## src/hdl/ptw_pkg.sv

```systemverilog
`timescale 1ns / 1ps
package ptw_pkg;

  // Pool geometry
  localparam int POOL_TABLES_DEF   = 64;
  localparam int ENTRIES_PER_TABLE = 512;
  localparam int SLICE_W           = 9;
  localparam int PN_W              = 40;  // physical page number, bits 51:12
  localparam int STEP_W            = 5;

  // Entry bit positions
  localparam int E_PRESENT  = 0;
  localparam int E_WRITABLE = 1;
  localparam int E_USER     = 2;
  localparam int E_HUGE     = 7;

  // Walk level holding the PD entry (huge page check)
  localparam logic [1:0] LVL_PD = 2'd2;

  // Request codes
  localparam logic [1:0] REQ_LOOKUP = 2'd0;
  localparam logic [1:0] REQ_MAP    = 2'd1;
  localparam logic [1:0] REQ_UNMAP  = 2'd2;

  // Status codes
  localparam logic [2:0] ST_OK   = 3'd0;
  localparam logic [2:0] ST_NONE = 3'd1;
  localparam logic [2:0] ST_HUGE = 3'd2;
  localparam logic [2:0] ST_FULL = 3'd3;
  localparam logic [2:0] ST_BAD  = 3'd4;

  // Datapath operations
  typedef enum logic [3:0] {
    OP_NOP,
    OP_ACCEPT,
    OP_LOAD_OUT,
    OP_READ,
    OP_LATCH_ENT,
    OP_ALLOC,
    OP_WIDEN,
    OP_SET_T,
    OP_INC_LVL,
    OP_SET_VALUE,
    OP_CLEAR_LEAF,
    OP_WRITE_LEAF
  } op_t;

  // Jump conditions
  typedef enum logic [3:0] {
    C_NEVER,
    C_ALWAYS,
    C_NO_ITEM,
    C_SKIP,
    C_HUGE,
    C_PRESENT,
    C_NO_CREATE,
    C_FULL,
    C_NOT_LAST,
    C_IS_MAP,
    C_IS_UNMAP,
    C_NOT_PRESENT,
    C_NOT_PU,
    C_BAD,
    C_OUT_BUSY
  } cond_t;

  // Microprogram step addresses
  localparam logic [STEP_W-1:0] S_DONE   = 5'd0;
  localparam logic [STEP_W-1:0] S_IDLE   = 5'd1;
  localparam logic [STEP_W-1:0] S_DISP   = 5'd2;
  localparam logic [STEP_W-1:0] S_RD     = 5'd3;
  localparam logic [STEP_W-1:0] S_EVAL   = 5'd4;
  localparam logic [STEP_W-1:0] S_HUGE   = 5'd5;
  localparam logic [STEP_W-1:0] S_PRES   = 5'd6;
  localparam logic [STEP_W-1:0] S_NOCR   = 5'd7;
  localparam logic [STEP_W-1:0] S_FULL   = 5'd8;
  localparam logic [STEP_W-1:0] S_ALLOC  = 5'd9;
  localparam logic [STEP_W-1:0] S_WIDEN  = 5'd10;
  localparam logic [STEP_W-1:0] S_CHECK  = 5'd11;
  localparam logic [STEP_W-1:0] S_NEXT   = 5'd12;
  localparam logic [STEP_W-1:0] S_LEAF   = 5'd13;
  localparam logic [STEP_W-1:0] S_LRD    = 5'd14;
  localparam logic [STEP_W-1:0] S_LEVAL  = 5'd15;
  localparam logic [STEP_W-1:0] S_LKIND  = 5'd16;
  localparam logic [STEP_W-1:0] S_LRES   = 5'd17;
  localparam logic [STEP_W-1:0] S_LOK    = 5'd18;
  localparam logic [STEP_W-1:0] S_UNMAP  = 5'd19;
  localparam logic [STEP_W-1:0] S_UCLR   = 5'd20;
  localparam logic [STEP_W-1:0] S_MAPW   = 5'd21;

  // One control word
  typedef struct packed {
    op_t               op;
    cond_t             cond;
    logic [STEP_W-1:0] target;
    logic              set_st;
    logic [2:0]        st;
  } uword_t;

  // Condition inputs from the datapath
  typedef struct packed {
    logic no_item;
    logic skip;
    logic huge;
    logic present;
    logic no_create;
    logic full;
    logic not_last;
    logic is_map;
    logic is_unmap;
    logic not_pu;
    logic bad;
    logic out_busy;
  } flags_t;

  // Control from the sequencer to the datapath
  typedef struct packed {
    op_t        op;
    logic       taken;
    logic       set_st;
    logic [2:0] st;
  } ctl_t;

  function automatic uword_t uw(input op_t op, input cond_t cond,
                                input logic [STEP_W-1:0] target,
                                input logic set_st, input logic [2:0] st);
    uword_t w;
    w.op     = op;
    w.cond   = cond;
    w.target = target;
    w.set_st = set_st;
    w.st     = st;
    return w;
  endfunction

  // Microprogram; a taken jump falls through to the next step otherwise
  function automatic uword_t ucode(input logic [STEP_W-1:0] step);
    uword_t w;
    case (step)
      S_DONE:  w = uw(OP_LOAD_OUT,   C_OUT_BUSY,    S_DONE,  1'b0, ST_OK);
      S_IDLE:  w = uw(OP_ACCEPT,     C_NO_ITEM,     S_IDLE,  1'b0, ST_OK);
      S_DISP:  w = uw(OP_NOP,        C_SKIP,        S_DONE,  1'b1, ST_NONE);
      S_RD:    w = uw(OP_READ,       C_NEVER,       S_DONE,  1'b0, ST_OK);
      S_EVAL:  w = uw(OP_LATCH_ENT,  C_NEVER,       S_DONE,  1'b0, ST_OK);
      S_HUGE:  w = uw(OP_NOP,        C_HUGE,        S_DONE,  1'b1, ST_HUGE);
      S_PRES:  w = uw(OP_NOP,        C_PRESENT,     S_WIDEN, 1'b0, ST_OK);
      S_NOCR:  w = uw(OP_NOP,        C_NO_CREATE,   S_DONE,  1'b1, ST_NONE);
      S_FULL:  w = uw(OP_NOP,        C_FULL,        S_DONE,  1'b1, ST_FULL);
      S_ALLOC: w = uw(OP_ALLOC,      C_ALWAYS,      S_NEXT,  1'b0, ST_OK);
      S_WIDEN: w = uw(OP_WIDEN,      C_NEVER,       S_DONE,  1'b0, ST_OK);
      S_CHECK: w = uw(OP_SET_T,      C_BAD,         S_DONE,  1'b1, ST_BAD);
      S_NEXT:  w = uw(OP_INC_LVL,    C_NOT_LAST,    S_RD,    1'b0, ST_OK);
      S_LEAF:  w = uw(OP_NOP,        C_IS_MAP,      S_MAPW,  1'b0, ST_OK);
      S_LRD:   w = uw(OP_READ,       C_NEVER,       S_DONE,  1'b0, ST_OK);
      S_LEVAL: w = uw(OP_LATCH_ENT,  C_NEVER,       S_DONE,  1'b0, ST_OK);
      S_LKIND: w = uw(OP_NOP,        C_IS_UNMAP,    S_UNMAP, 1'b0, ST_OK);
      S_LRES:  w = uw(OP_SET_VALUE,  C_NOT_PRESENT, S_DONE,  1'b1, ST_NONE);
      S_LOK:   w = uw(OP_NOP,        C_ALWAYS,      S_DONE,  1'b1, ST_OK);
      S_UNMAP: w = uw(OP_NOP,        C_NOT_PU,      S_DONE,  1'b1, ST_NONE);
      S_UCLR:  w = uw(OP_CLEAR_LEAF, C_ALWAYS,      S_DONE,  1'b1, ST_OK);
      S_MAPW:  w = uw(OP_WRITE_LEAF, C_ALWAYS,      S_DONE,  1'b1, ST_OK);
      default: w = uw(OP_NOP,        C_ALWAYS,      S_IDLE,  1'b0, ST_OK);
    endcase
    return w;
  endfunction

endpackage

```

## src/hdl/ptw_sequencer.sv

```systemverilog
`timescale 1ns / 1ps
module ptw_sequencer (
  input  logic            clk,
  input  logic            rst,
  input  ptw_pkg::flags_t flags,
  output ptw_pkg::ctl_t   ctl
);

  localparam int SW = ptw_pkg::STEP_W;

  logic [SW-1:0]    upc;
  logic [SW-1:0]    upc_next;
  ptw_pkg::uword_t  word;
  logic             cond_true;

  // Control word fetch, condition select, next step
  always_comb begin
    word = ptw_pkg::ucode(upc);
    case (word.cond)
      ptw_pkg::C_NEVER:       cond_true = 1'b0;
      ptw_pkg::C_ALWAYS:      cond_true = 1'b1;
      ptw_pkg::C_NO_ITEM:     cond_true = flags.no_item;
      ptw_pkg::C_SKIP:        cond_true = flags.skip;
      ptw_pkg::C_HUGE:        cond_true = flags.huge;
      ptw_pkg::C_PRESENT:     cond_true = flags.present;
      ptw_pkg::C_NO_CREATE:   cond_true = flags.no_create;
      ptw_pkg::C_FULL:        cond_true = flags.full;
      ptw_pkg::C_NOT_LAST:    cond_true = flags.not_last;
      ptw_pkg::C_IS_MAP:      cond_true = flags.is_map;
      ptw_pkg::C_IS_UNMAP:    cond_true = flags.is_unmap;
      ptw_pkg::C_NOT_PRESENT: cond_true = !flags.present;
      ptw_pkg::C_NOT_PU:      cond_true = flags.not_pu;
      ptw_pkg::C_BAD:         cond_true = flags.bad;
      ptw_pkg::C_OUT_BUSY:    cond_true = flags.out_busy;
      default:                cond_true = 1'b0;
    endcase
    upc_next   = cond_true ? word.target : upc + SW'(1);
    ctl.op     = word.op;
    ctl.taken  = cond_true;
    ctl.set_st = word.set_st;
    ctl.st     = word.st;
  end

  // Step counter
  always_ff @(posedge clk) begin
    if (rst) begin
      upc <= ptw_pkg::S_IDLE;
    end else begin
      upc <= upc_next;
    end
  end

endmodule

```

## config.mk

```make
export PLATFORM = sky130hd
export DESIGN_NAME = ptw_sequencer
export DESIGN_NICKNAME = d
export VERILOG_FILES = /design/src/hdl/ptw_pkg.sv /design/src/hdl/ptw_sequencer.sv
export SDC_FILE = /design/constraint.sdc
export NUM_CORES = 1
export LEC_CHECK = 0
export ABC_AREA = 1
export BUFFER_PORTS_ARGS = -buffer_cell sky130_fd_sc_hd__buf_2
export CAP_MARGIN = 20
export CORE_MARGIN = 2
export CORE_UTILIZATION = 40
export DETAILED_ROUTE_END_ITERATION = 10
export PLACE_DENSITY = 0.6
export SYNTH_ARGS = -nofsm -noshare
export SYNTH_HDL_FRONTEND = slang
export SYNTH_SLANG_ARGS = --single-unit
```

## constraint.sdc

```tcl
create_clock -name clk -period 2.8 [get_ports clk]
set_clock_uncertainty 0.15 [all_clocks]
set_input_delay 0.14 -clock clk [delete_from_list [all_inputs] [get_ports clk]]
set_output_delay 0.14 -clock clk [all_outputs]
set_load 0.02 [all_outputs]
```

* Word-level counts from Yosys, hierarchy flattened
Memory sizes are Yosys's and may differ from the RTL's. A register that Yosys moved wholly into a read port is not among the register bits.
Index checks and enable logic that the tools add are counted.
** Cells by class
- Add/sub/neg operators :: 1
- Equal/unequal tests :: 14
- Mux-type cells :: 3
- Reduce and logical (&&, ||, !) cells :: 1
** Operator list (number)
- $eq A4 B4 Y1 const B :: 7
- $eq A4 B3 Y1 const B :: 4
- $pmux W1 S14 :: 1
- $mux W5 :: 2
- $eq A4 B2 Y1 const B :: 2
- $add A5 B1 Y5 const B :: 1
- $eq A4 B1 Y1 const B :: 1
- $logic_not A1 Y1 :: 1
** Storage, ports and cells
- Bits in registers :: 5
- Memory bits (read-only) :: 544
- Input port bits :: 14
- Output and inout bits :: 9
- Memories kept :: 1
** Memories
- (no name shown) :: depth 32, width 17, read ports 1, clocked after Yosys merged registers in 1, wr ports 0, RTL line ptw_pkg.sv:139 : case (step)

* Depth between registers and ports, before layout
Gate-level depths: netlist of run 1.
- Depth after elaboration :: 4
- Depth in mapped cells :: 19
- Gate-level depth less buffers :: 18

* Least setup slack after synthesis of run 1
No wires, ideal clock.
- Kind :: flip-flop to flip-flop
- Start :: register, netlist name word[9]
- End :: register, netlist name word[9]
- Library setup time :: 0.119 ns
- Arrival time :: 1.915 ns
- Required time :: 2.531 ns
- Slack :: 0.616 ns
- Stages on the path, launching flop included :: 19
- Path buffers :: 1
- Cells stage by stage :: dfxtp_1 buf_4 inv_1 nand3_1 nand2_1 nand2_1 nand2_1 nor2_4 nand2_4 nand2_1 nand3_1 inv_1 ha_1 inv_1 nand2_1 inv_1 nand2_1 nand2_1 nand3_1
** On the way
- Word-level cells in the longest chain between the ends :: 4
** RTL lines
- $eq A4 B4 Y1, or another cell as far along :: RTL line ptw_sequencer.sv:19 : case (word.cond)
- $pmux W1 S14 * :: RTL line ptw_sequencer.sv:19
- net cond_true :: RTL line ptw_sequencer.sv:14 : logic cond_true;
- $mux W5 * :: RTL line ptw_sequencer.sv:37 : upc_next = cond_true ? word.target : upc + SW'(1);
- $mux W5 (no source line) *
The timed path passes the listed nets; every way through them passes the cells marked *.
A chain may end at the register's enable or synchronous reset.

* Worst setup path in the final report of run 1
- Start :: register, netlist name word[10]
- End :: register, netlist name word[9]
** On the way
- Word-level cells in the longest chain between the ends :: 4
** RTL lines (RTL line)
- $eq A4 B4 Y1, or another cell as far along :: ptw_sequencer.sv:19
- $pmux W1 S14 * :: ptw_sequencer.sv:19
- $mux W5 * :: ptw_sequencer.sv:37
- $mux W5 (no source line) *
Every way passes the cells marked *; elsewhere a longest branch is shown, timed or not.

==> results of run 1 <==
==> worst paths after layout <==
kind	endpoint	depth (start not counted)
setup / recovery	word[9]	17
hold reg to reg	upc[0]	2
setup reg to reg	word[9]	17
hold / removal	upc[0]	3
==> cells by family (layout without fill, tap and decap cells) <==
group / after synthesis / after routing
AO/OA/AOI/OAI: 9 / 9
XOR/XNOR: 3 / 3
adder cells (fa/ha/maj): 8 / 8
buffers and inverters: 41 / 57
flip-flops: 22 / 22
AND/OR/NAND/NOR: 125 / 125
==> sequential cells by signal (all words and copies together), names as in the netlist <==
name / count
word: 17
upc: 5
==> Yosys cell counts <==
| cell | count |
|---|---|
| nand3_1 | 31 |
| nand3b_1 | 2 |
| o21ai_1 | 4 |
| nor2_2 | 1 |
| nand2_1 | 64 |
| xor2_1 | 2 |
| dfxtp_1 | 22 |
| inv_1 | 24 |
| nand4_1 | 2 |
| xnor2_1 | 1 |
| inv_2 | 1 |
| buf_6 | 1 |
| nor2_1 | 10 |
| a21oi_1 | 1 |
| clkinv_2 | 3 |
| nand2_2 | 4 |
| and3_1 | 1 |
| nor2_4 | 3 |
| inv_4 | 1 |
| clkinv_1 | 1 |
| nand2_4 | 2 |
| o211ai_1 | 1 |
| buf_4 | 10 |
| ha_1 | 8 |
| o21ai_0 | 3 |
| nand3_4 | 3 |
| nand3_2 | 2 |
==> worst max-delay path, delay by kind of cell, from the launching register on <==
kind	cells	cell delay, ns
buffers and inverters	4	0.46
and+or+nand+nor	12	1.11
adders and majority gates	1	0.25
DFF	1	0.45
==> layout by cell type, fill, tap and decap left out <==
master     instances
a21oi_1            1
and3_1             1
buf_2             22
buf_4              1
bufinv_16          1
clkbuf_4           3
clkinv_1           1
clkinv_2           3
dfxtp_1           21
dfxtp_2            1
ha_1               8
inv_1             24
inv_2              1
inv_4              1
nand2_1           64
nand2_2            4
nand2_4            2
nand3_1           31
nand3_2            2
nand3_4            3
nand3b_1           2
nand4_1            2
nor2_1            10
nor2_2             1
nor2_4             3
o211ai_1           1
o21ai_0            3
o21ai_1            4
xnor2_1            1
xor2_1             2
==> per-layer routing <==
metal	vias to the layer above	routed length [um]
met4	0	134
met2	65	1500
met5	-	0
met3	21	196
li1	678	-
met1	575	1340
==> layout make-up <==
class / instances / area (um^2)
Tap cell: 46 / 57.6
Multi-Input combinational cell: 145 / 801
Clock inverter: 1 / 30.0
Clock buffer: 3 / 22.5
Fill cell: 355 / 1830
Sequential cell: 22 / 442
Timing Repair Buffer: 23 / 118
Inverter: 30 / 119
==> what timing repair did <==
item,CTS,global route
hold buffers,0,0
setup endpoints to repair,0,7
resized for setup,0,1
==> per-stage QoR <==
step,hold slack [ns],cells
2_1_floorplan,0.274,208
5_1_grt,0.175,270
4_1_cts,0.153,270
3_5_place_dp,0.285,266
3_3_place_gp,0.293,266
6_report,0.159,270
==> reports/summary.txt, run 1 <==
max_slew headroom -> 74.2%
die width -> 64.1 um
type of origin of the critical path -> flip-flop
vias in the first global route -> 1242
Die Height -> 64.1 um
CTS Sinks -> 22
Final Util -> 46.5%
#FFs+latches synth -> 22
CP Cell Sequence -> inv_2, nand3_1, nand2_1, nand2_1, nand2_1, nor2_4, nand2_4, nand2_1, nand3_1, inv_1, ha_1, inv_1, nand2_1, inv_1, nand2_1, nand2_1, nand3_1
Setup TNS -> 0 ns
final hold violations -> 0
final instance area -> 1590 um^2
largest net degree at the start of global routing -> 15
final setup fails -> 0
Crit-path slowest cell -> dfxtp_1
drt drc -> 0
Hold WC Path Type -> in2reg
dpl hpwl -> 2430 um
setup repair bufs after CTS -> 0
CP Launch Point -> word[10]
Post-Syn Nets -> 230
global route total overflow -> 0
hold path startpoint -> rst
first drt pass iteration count -> 5
CP max FO -> 6
area fraction in compound gates after synthesis -> 3.29%
most used cell, CP -> nand2_1
largest cells by area after synthesis -> dfxtp_1, nand2_1, nand3_1
via count -> 1339
fraction of layout cells with a size suffix above 1 -> 21.4%
Setup WS post-layout -> 0.273 ns
largest family of logic cells by synthesized area -> simple AND/OR/NAND/NOR gates
GRT Max-Usage Layer -> met2
DRT Wirelength -> 3170 um
Synth area leader -> dfxtp_1
cell area after synthesis -> 1450 um^2
RePlAce Congestion -> 0.865
Worst Setup End Kind -> flip-flop
pre-CTS setup slack -> 0.214 ns
area added between synthesis and finish -> 9.86%
Root Driver -> clkbuf_4
Synth Area in Adders -> 6.92%
Iter 0 DRT Violations -> 110
M1 GR Usage -> 20.1%
reg-to-reg startpoint -> word[10]
Tightest Pin Transition -> 0.385 ns
Vias/cell -> 4.96
total CTS buffers -> 3
# rows -> 21
Layout Nets -> 247
GR Util met3 -> 1.58%
gr usage total -> 16.4%
grt met2 use -> 27.7%
simple-gate share of the synthesized area -> 43.3%
Clock Latency Late Sink -> 0.31 ns
antenna cell count -> 0
Post-Synthesis Cells -> 208
WS Path Type -> reg2reg
post-synth top area share -> 30.4%
syn_area_per_cell -> 6.95 um^2
max-slew violation count -> 0
CP peak stage delay -> 0.45 ns
mux contribution to synthesized area -> 0%
Worst Path Required -> 2.86 ns
R2R setup slack -> 0.27 ns
Ports -> 23
Placement Cell Area -> 1540 um^2
outcome -> finished, final reports clean
total of warnings raised by yosys -> 0
die area -> 4110 um^2
initial antenna violation count -> 0
Tmin final -> 2.53 ns
register area share after synthesis -> 30.4%
Clock Path Buffers -> 2
f_max -> 396 MHz
Worst EP arrival -> 2.59 ns
Core Area -> 3420 um^2
XOR/XNOR share of the synthesized area -> 1.82%
fin crit share -> 90.2%
CTS tree -> yes
clk slew on worst S/H paths -> 0.13 ns
Initial Util -> 42.3%
first-pass GRT wire length -> 5350 um
Netlist cell types -> 27
WL per Instance -> 11.7 um
H-tree depth -> 1
RSZ-0062 raised after global routing -> no
IO Port Bufs -> 22
Max-Cap Viols -> 0
ANT nets after route -> 0
Power of run 1 is left out: the tool's default activity adds up to more than one toggle a clock period on the data nets, which glitch-free logic cannot reach.
==> run 2, diff against run 1 <==
Settings changed: CORE_MARGIN 2 to 4.
==> reports/summary.txt, run 2 (synthesis results as in run 1) <==
DRT Wirelength -> 3100 um (-2.1%)
max reg flops -> 17 (unchanged)
final instance count without filler cells -> 270 (unchanged)
final setup fails -> 0 (unchanged)
fraction of layout cells with a size suffix above 1 -> 22.3% (+0.89 points)
Die Height -> 68.1 um (+6.2%)
most used cell, CP -> nand2_1
# rows -> 21 (unchanged)
dpl hpwl -> 2500 um (+3.1%)
Clock Path Buffers -> 2 (unchanged)
max_slew headroom -> 75.5% (+1.3 points)
ANT nets after route -> 0 (unchanged)
Vias/cell -> 4.81 (-3.1%)
initial antenna violation count -> 0 (unchanged)
drt drc -> 0 (unchanged)
Tmin final -> 2.45 ns (-0.0730 ns)
antenna cell count -> 0 (unchanged)
WL per Instance -> 11.5 um (-2.1%)
total CTS buffers -> 3 (unchanged)
Worst Path Required -> 2.85 ns (about the same)
Hold WC Path Type -> in2reg
CP max FO -> 9 (+3)
via count -> 1298 (-3.1%)
Core Area -> 3420 um^2 (unchanged)
commonest non-fill, non-tap cell in the layout -> nand2_1
setup repair bufs after CTS -> 0 (unchanged)
f_max -> 408 MHz (+3.0%)
RSZ-0062 raised after global routing -> no
Layout Nets -> 247 (unchanged)
fin crit share -> 87.6% (-2.6 points)
CTS resizes -> 0 (unchanged)
Initial Util -> 42.3% (unchanged)
largest net degree at the start of global routing -> 15 (unchanged)
Ports -> 23 (unchanged)
Tightest Pin Transition -> 0.365 ns (-0.0199 ns)
outcome -> finished, final reports clean
WS Path Type -> reg2reg
Setup TNS -> 0 ns (unchanged)
gr usage total -> 14.6% (-1.8 points)
RePlAce Congestion -> 0.880 (+1.8%)
die area -> 4640 um^2 (+13%)
cts-stage hold buffer count -> 0 (unchanged)
Root Driver -> clkbuf_4
global route total overflow -> 0 (unchanged)
CP Cell Sequence -> inv_1, nand3_1, nand2_1, nand2_1, nand2_1, nor2_4, nand2_4, nand2_1, nand3_1, inv_2, ha_1, inv_1, nand2_1, inv_1, nand2_1, nand2_1, nand3_1
clk slew on worst S/H paths -> 0.11 ns (-0.02 ns)
H-tree depth -> 1 (unchanged)
Worst EP arrival -> 2.50 ns (-0.09 ns)
CTS Sinks -> 22 (unchanged)
Iter 0 DRT Violations -> 66 (-40%)
CTS tree -> yes
vias in the first global route -> 1251 (+0.72%)
CP peak stage delay -> 0.42 ns (-0.03 ns)
Cells after DPL -> 266 (unchanged)
Max-Cap Viols -> 0 (unchanged)
max-slew violation count -> 0 (unchanged)
area added between synthesis and finish -> 8.82%
type of origin of the critical path -> flip-flop
Worst Setup End Kind -> flip-flop
commonest cells after routing, fill and taps aside -> nand2_1, nand3_1, inv_1
first drt pass iteration count -> 4 (-1)
Clock Latency Late Sink -> 0.31 ns (about the same)
die width -> 68.1 um (+6.2%)
Crit-path slowest cell -> dfxtp_2
final hold violations -> 0 (unchanged)
IO Port Bufs -> 22 (unchanged)
first-pass GRT wire length -> 5040 um (-5.8%)
[run 2: final cells by class]
class	instances	area, um^2
tap	46	57.6
timing repair buffer	23	118
fill	375	1840
sequential	22	443
inverter	30	119
clock buffer	4	36.3
multi-input combinational	145	801
[run 2: path summary, 6_finish.rpt]
path           start  endpoint  slack, ns  cells after the start
min reg2reg  word[4]    upc[0]       0.31                      2
min              rst    upc[0]       0.14                      3
max reg2reg  word[9]   word[9]       0.35                     17
max          word[9]   word[9]       0.35                     17
[run 2: metrics by stage]
stage | utilization (%) | hold WS, ns | setup WS [ns] | cell area, um^2
after floorplan | - | 0.274 | 0.616 | 1450
after global placement | 44.9 | 0.299 | 0.239 | 1540
after detailed placement | 44.9 | 0.289 | 0.224 | 1540
after CTS | 46.0 | 0.146 | 0.201 | 1570
after global routing | 46.1 | 0.182 | 0.0171 | 1570
final | 46.1 | 0.139 | 0.346 | 1570
[run 2: worst max-delay path: cells and delay by family (launching register included)]
family,cells,cell delay (ns)
adder cells (fa/ha/maj),1,0.24
AND/OR/NAND/NOR,12,1.10
flip-flops,1,0.42
buffers and inverters,4,0.41
[run 2: metal layers]
metal,vias up,track usage (%),part of all wire (%)
met2,47,26.2,48
li1,677,-,-
met1,565,16.8,44
met5,-,0,0
met3,9,1.15,5.3
met4,0,7.94,2.6
Power of run 2 is left out for the same reason.
==> run 3, diff against run 2 <==
Settings changed: CORE_MARGIN 4 to 5, SLEW_MARGIN set to 20.
==> reports/summary.txt, run 3 (synthesis results as in run 1) <==
RSZ-0062 raised after global routing -> no
max_slew headroom -> 75.2% (-0.35 points)
CP bufs+invs -> 4 (unchanged)
f_max -> 401 MHz (-1.6%)
Root Driver -> clkbuf_4
layout filler cell count -> 376 (+0.27%)
DRT Wirelength -> 3120 um (+0.74%)
drt drc -> 0 (unchanged)
setup repair bufs after CTS -> 0 (unchanged)
first-pass GRT wire length -> 5470 um (+8.6%)
Worst Path Required -> 2.85 ns (about the same)
CTS tree -> yes
Clock Latency Late Sink -> 0.30 ns (about the same)
CTS resizes -> 0 (unchanged)
die area -> 4920 um^2 (+6.0%)
cells on worst reg2reg path -> 17 (unchanged)
final setup fails -> 0 (unchanged)
initial antenna violation count -> 0 (unchanged)
Final Util -> 46.6% (+0.48 points)
Iter 0 DRT Violations -> 74 (+12%)
Worst Setup End Kind -> flip-flop
CP max FO -> 9 (unchanged)
Crit path max-delay family -> simple AND/OR/NAND/NOR gates
antenna cell count -> 0 (unchanged)
Crit-path slowest cell -> dfxtp_2
max reg flops -> 17 (unchanged)
Vias/cell -> 4.84 (+0.62%)
Cells after DPL -> 266 (unchanged)
clk slew on worst S/H paths -> 0.12 ns (about the same)
global route total overflow -> 0 (unchanged)
cts-stage hold buffer count -> 0 (unchanged)
H-tree depth -> 1 (unchanged)
Layout Nets -> 247 (unchanged)
gr usage total -> 13.6% (-0.94 points)
multi-input logic area -> 801 um^2 (unchanged)
outcome -> finished, final reports clean
final instance count without filler cells -> 270 (unchanged)
# rows -> 21 (unchanged)
WL per Instance -> 11.6 um (+0.74%)
via count -> 1306 (+0.62%)
type of origin of the critical path -> flip-flop
Die Height -> 70.1 um (+2.9%)
WHS Path Cells -> 3 (unchanged)
final hold violations -> 0 (unchanged)
ANT nets after route -> 0 (unchanged)
Max-Cap Viols -> 0 (unchanged)
dpl hpwl -> 2530 um (+1.1%)
Hold WC Path Type -> in2reg
commonest cells after routing, fill and taps aside -> nand2_1, nand3_1, inv_1
Clock Path Buffers -> 2 (unchanged)
CP Cell Sequence -> inv_1, nand3_1, nand2_1, nand2_1, nand2_1, nor2_4, nand2_4, nand2_1, nand3_1, inv_1, ha_1, inv_1, nand2_1, inv_1, nand2_1, nand2_1, nand3_1
IO Port Bufs -> 22 (unchanged)
register area -> 443 um^2 (unchanged)
die width -> 70.1 um (+2.9%)
Tmin final -> 2.49 ns (+0.0398 ns)
fin crit share -> 89.1% (+1.4 points)
Ports -> 23 (unchanged)
first drt pass iteration count -> 4 (unchanged)
total CTS buffers -> 3 (unchanged)
Core Area -> 3420 um^2 (unchanged)
largest net degree at the start of global routing -> 15 (unchanged)
Worst EP arrival -> 2.55 ns (+0.05 ns)
CP peak stage delay -> 0.43 ns (about the same)
Min Hold Slack -> 0.149 ns (+0.0101 ns)
Setup TNS -> 0 ns (unchanged)
CTS Sinks -> 22 (unchanged)
max-slew violation count -> 0 (unchanged)
Tightest Pin Transition -> 0.370 ns (+0.00527 ns)
RePlAce Congestion -> 0.896 (+1.7%)
Initial Util -> 42.3% (unchanged)
fraction of layout cells with a size suffix above 1 -> 21.9% (-0.45 points)
CP Depth -> 17 (unchanged)
WS Path Type -> reg2reg
commonest non-fill, non-tap cell in the layout -> nand2_1
vias in the first global route -> 1250 (-0.080%)
most used cell, CP -> nand2_1
area added between synthesis and finish -> 9.95%
-- run 3: cell types whose count changed in the layout (fill, tap and decap cells not counted) --
| cell | previous run | this run |
|---|---|---|
| inv_2 | 2 | 1 |
| bufinv_16 | 0 | 1 |
| clkbuf_8 | 1 | 0 |
| inv_1 | 23 | 24 |
-- run 3: final timing paths --
kind                 from      end  slack [ns]
hold reg to reg   word[4]   upc[0]        0.32
setup reg to reg  word[9]  word[9]        0.31
hold / removal        rst   upc[0]        0.15
setup / recovery  word[9]  word[9]        0.31
-- run 3: through the flow --
step / worst slack [ns] / area (um^2)
after detailed placement: 0.220 / 1540
final: 0.306 / 1590
after global routing: 0.0168 / 1590
after floorplan: 0.616 / 1450
after global placement: 0.238 / 1540
after CTS: 0.199 / 1590
-- run 3: final cells by class --
class	count	share of cell area, %
multi-input cells	145	50.4
flip-flops and latches	22	27.9
inverters	30	7.47
repair buffers	23	7.40
well taps	46	3.62
clock inverters	1	1.89
clock buffers	3	1.42
-- run 3: worst reg2reg max path, stage by stage (launching register included) --
cell and delay [ns]:
dfxtp_2 0.43, inv_1 0.08, nand3_1 0.07, nand2_1 0.05, nand2_1 0.05, nand2_1 0.09
nor2_4 0.21, nand2_4 0.11, nand2_1 0.09, nand3_1 0.18, inv_1 0.21, ha_1 0.25
inv_1 0.05, nand2_1 0.05, inv_1 0.12, nand2_1 0.09, nand2_1 0.06, nand3_1 0.06
-- run 3: routing by layer --
layer | vias up | wire, um | GRT usage, %
met4 | 0 | 116 | 8.30
met3 | 11 | 175 | 1.72
met1 | 565 | 1360 | 16.8
met2 | 50 | 1470 | 22.4
met5 | - | 0 | 0
li1 | 680 | - | -
Power of run 3 is left out for the same reason.
